<file path="config.mk">
export PLATFORM = sky130hd
export DESIGN_NAME = long_press_alarm_dismiss_controller_core
export DESIGN_NICKNAME = d
export VERILOG_FILES = /design/src/rtl/lpad_pkg.sv /design/src/rtl/long_press_alarm_dismiss_controller_core.sv
export SDC_FILE = /design/constraint.sdc
export NUM_CORES = 1
export LEC_CHECK = 0
export BUFFER_PORTS_ARGS = -buffer_cell sky130_fd_sc_hd__buf_2
export CAP_MARGIN = 20
export CELL_PAD_IN_SITES_DETAIL_PLACEMENT = 0
export CELL_PAD_IN_SITES_GLOBAL_PLACEMENT = 1
export CORE_MARGIN = 2
export CORE_UTILIZATION = 52
export CTS_BUF_LIST = sky130_fd_sc_hd__clkbuf_4 sky130_fd_sc_hd__clkbuf_8
export DETAILED_ROUTE_END_ITERATION = 8
export GPL_ROUTABILITY_DRIVEN = 0
export PLACE_DENSITY_LB_ADDON = 0.05
export SKIP_CTS_REPAIR_TIMING = 1
export SLEW_MARGIN = 20
export SYNTH_ARGS = -nofsm -noshare
export SYNTH_HDL_FRONTEND = slang
export SYNTH_SLANG_ARGS = --single-unit
</file>
<file path="constraint.sdc">
create_clock -name clk_i -period 10.75 [get_ports clk_i]
set_input_delay 2.15 -clock clk_i [delete_from_list [all_inputs] [get_ports clk_i]]
set_output_delay 2.15 -clock clk_i [all_outputs]
set_load 0.005 [all_outputs]
</file>
<file path="src/rtl/lpad_pkg.sv">
// shared types and constants for the long-press alarm dismiss controller
package lpad_pkg;

  // hold time granularity
  localparam int unsigned MsPerSecond = 1000;

  // field and state widths
  localparam int unsigned FuncW      = 2;
  localparam int unsigned CauseW     = 2;
  localparam int unsigned SecondsW   = 8;
  localparam int unsigned MaxOnW     = 24;
  localparam int unsigned BeepW      = 16;
  localparam int unsigned AlarmW     = 25;
  localparam int unsigned HeldW      = 18;
  localparam int unsigned HeldSubW   = $clog2(MsPerSecond + 1);

  // apb port
  localparam int unsigned ApbDataW   = 32;
  localparam int unsigned ApbAddrW   = 4;

  // item function codes
  localparam logic [FuncW-1:0] FuncMsTick   = 2'd0;
  localparam logic [FuncW-1:0] FuncHalfTick = 2'd1;
  localparam logic [FuncW-1:0] FuncStart    = 2'd2;
  localparam logic [FuncW-1:0] FuncUnused   = 2'd3;

  // end causes
  localparam logic [CauseW-1:0] CauseNone      = 2'd0;
  localparam logic [CauseW-1:0] CauseLongPress = 2'd1;
  localparam logic [CauseW-1:0] CauseTimeout   = 2'd2;

  // register reset values
  localparam logic [SecondsW-1:0] LongPressReset = 8'd25;
  localparam logic [MaxOnW-1:0]   MaxOnReset     = 24'd3600000;
  localparam logic [BeepW-1:0]    BeepLenReset   = 16'd500;

  typedef struct packed {
    logic [FuncW-1:0] func;
    logic             button_active;
  } in_item_t;

  typedef struct packed {
    logic                buzzer_out;
    logic                led_out;
    logic                alarm_active;
    logic                buzzer_paused;
    logic [SecondsW-1:0] countdown_seconds;
    logic                countdown_changed;
    logic [CauseW-1:0]   end_cause;
  } out_item_t;

endpackage

</file>
<file path="src/rtl/long_press_alarm_dismiss_controller_core.sv">
// top level of the long-press alarm dismiss controller
//
// Every input item (millisecond tick, buzzer half-period tick or alarm start, plus the
// debounced button level) yields exactly one result item. Combinational logic reads
// the alarm state registers, and the updated state and the result are stored at the
// accepting clock edge, so a new item can be taken in every cycle while in_stall_o is
// low. Results leave through an output register backed by one skid entry; in_stall_o
// only rises when both are full, i.e. when the output side has stalled for two items.
// Registers at byte addresses 0 (long_press_seconds), 4 (max_on_ms) and 8
// (beep_length_ms) must be written through the apb port only while the block is idle;
// the block does not enforce this. Reads return the stored value. The hold threshold
// is long_press_seconds times 1000 ms; a hold must exceed it to end the alarm.
module long_press_alarm_dismiss_controller_core (
  input  logic                              clk_i,
  input  logic                              rst_ni,
  // item input
  input  logic                              in_valid_i,
  output logic                              in_stall_o,
  input  lpad_pkg::in_item_t                in_data_i,
  // result output
  output logic                              out_valid_o,
  input  logic                              out_stall_i,
  output lpad_pkg::out_item_t               out_data_o,
  // configuration
  input  logic                              psel,
  input  logic                              penable,
  input  logic                              pwrite,
  input  logic [lpad_pkg::ApbAddrW-1:0]     paddr,
  input  logic [lpad_pkg::ApbDataW-1:0]     pwdata,
  output logic [lpad_pkg::ApbDataW-1:0]     prdata,
  output logic                              pready
);

  // register indexes on paddr[3:2]
  localparam logic [1:0] RegLongPress = 2'd0;
  localparam logic [1:0] RegMaxOn     = 2'd1;
  localparam logic [1:0] RegBeepLen   = 2'd2;

  localparam logic [lpad_pkg::AlarmW-1:0] AlarmMax = '1;
  localparam logic [lpad_pkg::HeldW-1:0]  HeldMax  = '1;
  localparam logic [lpad_pkg::BeepW-1:0]  BeepMax  = '1;

  // ---------------------------------------------------------------------------
  // configuration registers
  // ---------------------------------------------------------------------------
  logic [lpad_pkg::SecondsW-1:0] long_press_q;
  logic [lpad_pkg::MaxOnW-1:0]   max_on_q;
  logic [lpad_pkg::BeepW-1:0]    beep_len_q;
  logic                          cfg_wr;
  logic [1:0]                    cfg_idx;

  assign pready  = 1'b1;
  assign cfg_wr  = psel && penable && pwrite;
  assign cfg_idx = paddr[3:2];

  always_ff @(posedge clk_i or negedge rst_ni) begin
    if (!rst_ni) begin
      long_press_q <= lpad_pkg::LongPressReset;
      max_on_q     <= lpad_pkg::MaxOnReset;
      beep_len_q   <= lpad_pkg::BeepLenReset;
    end else if (cfg_wr) begin
      unique case (cfg_idx)
        RegLongPress: long_press_q <= pwdata[lpad_pkg::SecondsW-1:0];
        RegMaxOn:     max_on_q     <= pwdata[lpad_pkg::MaxOnW-1:0];
        RegBeepLen:   beep_len_q   <= pwdata[lpad_pkg::BeepW-1:0];
        default:      ;
      endcase
    end
  end

  always_comb begin
    unique case (cfg_idx)
      RegLongPress: prdata = lpad_pkg::ApbDataW'(long_press_q);
      RegMaxOn:     prdata = lpad_pkg::ApbDataW'(max_on_q);
      RegBeepLen:   prdata = lpad_pkg::ApbDataW'(beep_len_q);
      default:      prdata = '0;
    endcase
  end

  // hold threshold in ms, fits the held counter width
  logic [lpad_pkg::HeldW-1:0] hold_limit;
  assign hold_limit = lpad_pkg::HeldW'(long_press_q * lpad_pkg::HeldW'(lpad_pkg::MsPerSecond));

  // ---------------------------------------------------------------------------
  // alarm state
  // ---------------------------------------------------------------------------
  logic                            running_q, running_d;
  logic                            paused_q, paused_d;
  logic [lpad_pkg::AlarmW-1:0]     alarm_ms_q, alarm_ms_d;
  logic [lpad_pkg::HeldW-1:0]      held_q, held_d;
  logic [lpad_pkg::HeldSubW-1:0]   held_sub_q, held_sub_d;
  logic [lpad_pkg::SecondsW-1:0]   countdown_q, countdown_d;
  logic [lpad_pkg::BeepW-1:0]      beep_ms_q, beep_ms_d;
  logic                            wave_q, wave_d;
  logic                            beep_lvl_q, beep_lvl_d;
  logic [lpad_pkg::CauseW-1:0]     cause;
  lpad_pkg::out_item_t             result;
  logic                            in_accept;

  always_comb begin
    logic tick;
    logic pressed;
    tick        = (in_data_i.func == lpad_pkg::FuncMsTick);
    pressed     = in_data_i.button_active;
    running_d   = running_q;
    paused_d    = paused_q;
    alarm_ms_d  = alarm_ms_q;
    held_d      = held_q;
    held_sub_d  = held_sub_q;
    countdown_d = countdown_q;
    beep_ms_d   = beep_ms_q;
    wave_d      = wave_q;
    beep_lvl_d  = beep_lvl_q;
    cause       = lpad_pkg::CauseNone;

    if (in_data_i.func != lpad_pkg::FuncUnused) begin
      // timers advance before the button is looked at
      if (tick) begin
        if (beep_ms_d != BeepMax) beep_ms_d = beep_ms_d + 1'b1;
        if (running_d && alarm_ms_d != AlarmMax) alarm_ms_d = alarm_ms_d + 1'b1;
      end else if (in_data_i.func == lpad_pkg::FuncStart) begin
        // start or restart, levels kept
        running_d   = 1'b1;
        paused_d    = 1'b0;
        alarm_ms_d  = '0;
        held_d      = '0;
        held_sub_d  = '0;
        countdown_d = long_press_q;
      end

      if (running_d) begin
        if (pressed) begin
          if (!paused_d) begin
            // first pressed item silences the buzzer
            paused_d   = 1'b1;
            wave_d     = 1'b0;
            beep_lvl_d = 1'b0;
            held_d     = '0;
            held_sub_d = '0;
          end else if (tick) begin
            if (held_d != HeldMax) held_d = held_d + 1'b1;
            held_sub_d = held_sub_d + 1'b1;
            if (held_sub_d >= lpad_pkg::HeldSubW'(lpad_pkg::MsPerSecond)) begin
              held_sub_d = '0;
              if (countdown_d != '0) countdown_d = countdown_d - 1'b1;
            end
          end
          if (held_d > hold_limit) begin
            running_d = 1'b0;
            paused_d  = 1'b0;
            cause     = lpad_pkg::CauseLongPress;
          end
        end else begin
          // released: buzzer back on, countdown reloads
          paused_d    = 1'b0;
          held_d      = '0;
          held_sub_d  = '0;
          countdown_d = long_press_q;
          if (alarm_ms_d > lpad_pkg::AlarmW'(max_on_q)) begin
            wave_d     = 1'b0;
            beep_lvl_d = 1'b0;
            running_d  = 1'b0;
            cause      = lpad_pkg::CauseTimeout;
          end
        end
      end

      // square wave and beep gating only while the buzzer is on
      if (in_data_i.func == lpad_pkg::FuncHalfTick && running_d && !paused_d) begin
        if (beep_ms_d > beep_len_q || beep_ms_d == BeepMax) begin
          beep_lvl_d = !beep_lvl_d;
          beep_ms_d  = '0;
        end
        wave_d = !wave_d;
      end
    end

    result.buzzer_out        = wave_d && beep_lvl_d;
    result.led_out           = beep_lvl_d;
    result.alarm_active      = running_d;
    result.buzzer_paused     = paused_d;
    result.countdown_seconds = countdown_d;
    result.countdown_changed = (countdown_d != countdown_q);
    result.end_cause         = cause;
  end

  always_ff @(posedge clk_i or negedge rst_ni) begin
    if (!rst_ni) begin
      running_q   <= 1'b0;
      paused_q    <= 1'b0;
      alarm_ms_q  <= '0;
      held_q      <= '0;
      held_sub_q  <= '0;
      countdown_q <= '0;
      beep_ms_q   <= BeepMax;
      wave_q      <= 1'b0;
      beep_lvl_q  <= 1'b0;
    end else if (in_accept) begin
      running_q   <= running_d;
      paused_q    <= paused_d;
      alarm_ms_q  <= alarm_ms_d;
      held_q      <= held_d;
      held_sub_q  <= held_sub_d;
      countdown_q <= countdown_d;
      beep_ms_q   <= beep_ms_d;
      wave_q      <= wave_d;
      beep_lvl_q  <= beep_lvl_d;
    end
  end

  // ---------------------------------------------------------------------------
  // output register with one skid entry
  // ---------------------------------------------------------------------------
  logic                out_valid_q;
  logic                skid_valid_q;
  lpad_pkg::out_item_t out_q;
  lpad_pkg::out_item_t skid_q;
  logic                out_take;

  assign in_stall_o  = skid_valid_q;
  assign in_accept   = in_valid_i && !skid_valid_q;
  assign out_take    = out_valid_q && !out_stall_i;
  assign out_valid_o = out_valid_q;
  assign out_data_o  = out_q;

  always_ff @(posedge clk_i or negedge rst_ni) begin
    if (!rst_ni) begin
      out_valid_q  <= 1'b0;
      skid_valid_q <= 1'b0;
    end else if (!out_valid_q || out_take) begin
      // output slot frees up: skid entry moves first, else the new result
      if (skid_valid_q) begin
        out_valid_q  <= 1'b1;
        skid_valid_q <= 1'b0;
      end else begin
        out_valid_q <= in_accept;
      end
    end else if (in_accept) begin
      skid_valid_q <= 1'b1;
    end
  end

  always_ff @(posedge clk_i) begin
    if (!out_valid_q || out_take) begin
      if (skid_valid_q) begin
        out_q <= skid_q;
      end else if (in_accept) begin
        out_q <= result;
      end
    end else if (in_accept) begin
      skid_q <= result;
    end
  end

  // ---------------------------------------------------------------------------
  // assertions
  // ---------------------------------------------------------------------------
  a_skid_needs_out: assert property (@(posedge clk_i) disable iff (!rst_ni)
    skid_valid_q |-> out_valid_q)
    else $error("skid entry held while output register empty");

  a_paused_running: assert property (@(posedge clk_i) disable iff (!rst_ni)
    paused_q |-> running_q)
    else $error("buzzer paused while alarm idle");

  a_sub_ms_range: assert property (@(posedge clk_i) disable iff (!rst_ni)
    held_sub_q < lpad_pkg::HeldSubW'(lpad_pkg::MsPerSecond))
    else $error("sub-second hold counter out of range");

  a_start_runs: assert property (@(posedge clk_i) disable iff (!rst_ni)
    (in_accept && in_data_i.func == lpad_pkg::FuncStart) |=> running_q)
    else $error("start item did not arm the alarm");

  a_idle_no_hold: assert property (@(posedge clk_i) disable iff (!rst_ni)
    !running_q |-> (paused_q == 1'b0))
    else $error("idle alarm reports a pause");

endmodule
</file>
==> impl_metrics.env <==
export IMPL_swShare_pct=43.5
export IMPL_slowest_stage="nor4_1"
export IMPL_reg2reg_slack_ns=3.96
export IMPL_synthAdderAreaFrac_pct=13.3
export IMPL_areaGrowthSynthToFinish_pct=8.22
export IMPL_p_sw_uw=1320
export IMPL_min_from="beep_ms_q[14]"
export IMPL_yosys_area_share_simple_pct=20.2
export IMPL_dp_hpwl_mm=23.8
export IMPL_clock_latency_ns=0.48
export IMPL_first_pass_iters=5
export IMPL_synth_area_mux_share_pct=4.08
export IMPL_die_height_um=159
export IMPL_cp_end_kind="flop"
export IMPL_power_density_nw_per_um2=223
export IMPL_vias_per_cell=5.81
export IMPL_slowest_delay_ns=0.89
export IMPL_grt_overflow_total=0
export IMPL_grt_pass1_vias=10300
export IMPL_htree_levels=4
export IMPL_reg2reg_depth=19
export IMPL_path_class="primary input to flop"
export IMPL_ios=96
export IMPL_clkPwrFrac_pct=17.1
export IMPL_ys_top_cells_by_area="dfrtp_1 19%, ha_1 10%, dfstp_2 7.6%, edfxtp_1 7.2%, nand2_1 6.1%"
export IMPL_synth_top_family_by_area="simple AND/OR/NAND/NOR gates"
export IMPL_drt_iter0_markers=678
export IMPL_synth_compound_area_share_pct=18.6
export IMPL_synth_top_area_cell="dfrtp_1"
export IMPL_coreArea_um2=23500
export IMPL_drv_slew=0
export IMPL_hold_violations=0
export IMPL_synthXorXnorAreaFrac_pct=4.13
export IMPL_syn_avg_cell_area_um2=8.75
export IMPL_ant_nets=0
export IMPL_path_cells="buf_2, buf_4, nor2b_1, inv_1, a41oi_1, nand4_1, nor3_1, and2_1, xnor2_1, nor2_1, ha_1, nand4_1, nor4_1, and3_1, a31oi_1, nor4_1, o211ai_4, xor2_1, inv_1, mux2_2"
export IMPL_period_minus_slack_ns=8.00
export IMPL_yosysSeqAreaShare_pct=33.7
export IMPL_setup_tns_ns=0
export IMPL_cp_max_fo=19
export IMPL_vdd_ir_drop_max_v=0.000196
export IMPL_synth_cells=1432
export IMPL_layout_commonest_cell="nand2_1"
export IMPL_wl_mm=32.6
export IMPL_skew_ns=0.0131
export IMPL_die_x_um=159
export IMPL_rsz0062_at_grt="false"
export IMPL_start_util_pct=53.2
export IMPL_crit_required_ns=10.99
export IMPL_worst_pin_slew_ns=1.05
export IMPL_cts_root_buffer="clkbuf_8"
export IMPL_final_cell_mix="205 x nand2_1, 123 x o21ai_0, 101 x inv_1, 100 x ha_1, 98 x nor2_1"
export IMPL_cts_made_buffers=17
export IMPL_grt_pass1_wl_mm=53.3
export IMPL_cts_max_path_buffers=2
export IMPL_reg2reg_from="alarm_ms_q[0]"
export IMPL_status="finished clean"
export IMPL_synth_ff_type="dfrtp_1"
export IMPL_path_clk_slew_ns=0.10
export IMPL_synth_edf_count=30
export IMPL_fmax_mhz=125
export IMPL_yosysUniqueCellTypes=92
export IMPL_mappedNetlistArea_um2=12500
export IMPL_io_buffers=76
export IMPL_hold_end="beep_ms_q[14]"
export IMPL_crit_path_start_kind="primary input"
export IMPL_grt_usage_pct=26.1
export IMPL_worst_slew_margin_rel_pct=29.6
export IMPL_wl_per_cell_um=18.1
export IMPL_vias=10500
export IMPL_drive_gt1_share_pct=14.9
export IMPL_max_cap_violations=0
export IMPL_die_area_um2=25300
export IMPL_intPower_uw=1710
export IMPL_arrival_ns=8.24
export IMPL_p_leak_uw=0.00607
export IMPL_seqPwrFrac_pct=27.5
export IMPL_worstReg2RegEnd="out_data_o[13]"
export IMPL_antenna_found_initial=1
export IMPL_fin_hold_ws_ns=0.490
export IMPL_drc=0
export IMPL_yosys_warnings=0
export IMPL_ys_ff_latch=161
export IMPL_setup_viol=0
export IMPL_yosys_area_top_type_share_pct=19.0
export IMPL_num_rows=56
export IMPL_hold_class="flop to flop"
export IMPL_finalCritPeriodShare_pct=74.4
export IMPL_combPwrFrac_pct=55.4
export IMPL_ys_async_sr_fraction_pct=81.4
export IMPL_nNetsFinal=1635
export IMPL_cts_tree="built"
export IMPL_holdPathStages=2
export IMPL_grt_max_degree=80
export IMPL_clock_sinks=161
[power groups by stage]
stage                     clock, uW  combinational [uW]  sequential (uW)
final                           518                1680              833
after global routing            549                1970              846
after CTS                       528                1690              831
after detailed placement          0                1670              843
after global placement            0                1650              839
after floorplan                   0                1340              792
[routing by layer]
layer	global-route usage [%]	vias to the layer above	part of all wire, %
li1	-	5144	-
met1	35.6	5087	47
met4	8.55	0	2.2
met2	43.8	177	48
met5	0	-	0
met3	2.81	47	3.3
[cell usage after synthesis (26+ instances only)]
cell and instances:
nand2_1 205, dfstp_2 36, mux2_2 32, o21ai_0 123, inv_1 101, o31ai_1 26, clkbuf_1 50, edfxtp_1 30
xor2_1 33, dfrtp_1 95, a21oi_1 46, xnor2_1 26, nand3_1 46, nor2_1 98, ha_1 100
[sequential cells by signal (all words and copies together) (netlist names)]
signal,flops
in_stall_o,1
out_valid_o,1
skid_q,15
countdown_q,8
beep_len_q,16
out_data_o,15
held_q,18
alarm_ms_q,25
beep_ms_q,16
max_on_q,24
held_sub_q,10
wave_q,1
running_q,1
long_press_q,8
beep_lvl_q,1
paused_q,1
[worst max-delay path by stage]
stage | startpoint | to | slack, ns | depth (start not counted)
2_1_floorplan | in_data_i[1] | out_data_o[12] | 4.00 | 26
3_3_place_gp | in_data_i[1] | out_data_o[13] | 2.30 | 20
3_5_place_dp | in_data_i[1] | out_data_o[13] | 2.27 | 20
4_1_cts | in_data_i[1] | out_data_o[13] | 2.70 | 20
5_1_grt | in_data_i[1] | out_data_o[13] | 2.36 | 20
6_report | in_data_i[1] | out_data_o[13] | 2.75 | 20
[stage by stage]
step                      power, uW  setup slack (ns)  std cells  instance area (um2)  utilization [%]
after floorplan                2130              4.00       1439                12600                -
after global placement         2490              2.30       1768                13100             55.7
after detailed placement       2520              2.27       1768                13100             55.7
after CTS                      3050              2.70       1800                13600             57.6
after global routing           3370              2.36       1800                13600             57.6
final                          3030              2.75       1801                13600             57.6
[area by class of cell]
| class | count | area, um2 |
|---|---|---|
| clock buffers | 18 | 248 |
| fillers | 2219 | 9990 |
| diodes | 1 | 2.50 |
| inverters | 101 | 379 |
| flip-flops and latches | 161 | 4220 |
| well taps | 319 | 399 |
| clock inverters | 14 | 195 |
| multi-input cells | 1097 | 7620 |
| repair buffers | 90 | 492 |
[critical path: cells and delay by family]
family,cells,cell delay [ns]
XOR/XNOR,2,0.54
buffers and inverters,4,0.49
multiplexers,1,0.27
AO/OA/AOI/OAI,3,0.91
adder cells (fa/ha/maj),1,0.32
AND/OR/NAND/NOR,9,3.55
[cell families after synthesis]
kind of cell	count (synthesis)
other	2
AND/OR/NAND/NOR	516
buffers and inverters	181
AO/OA/AOI/OAI	345
multiplexers	47
flip-flops	161
XOR/XNOR	59
adder cells (fa/ha/maj)	121
Power figures use the tool's default switching activity.
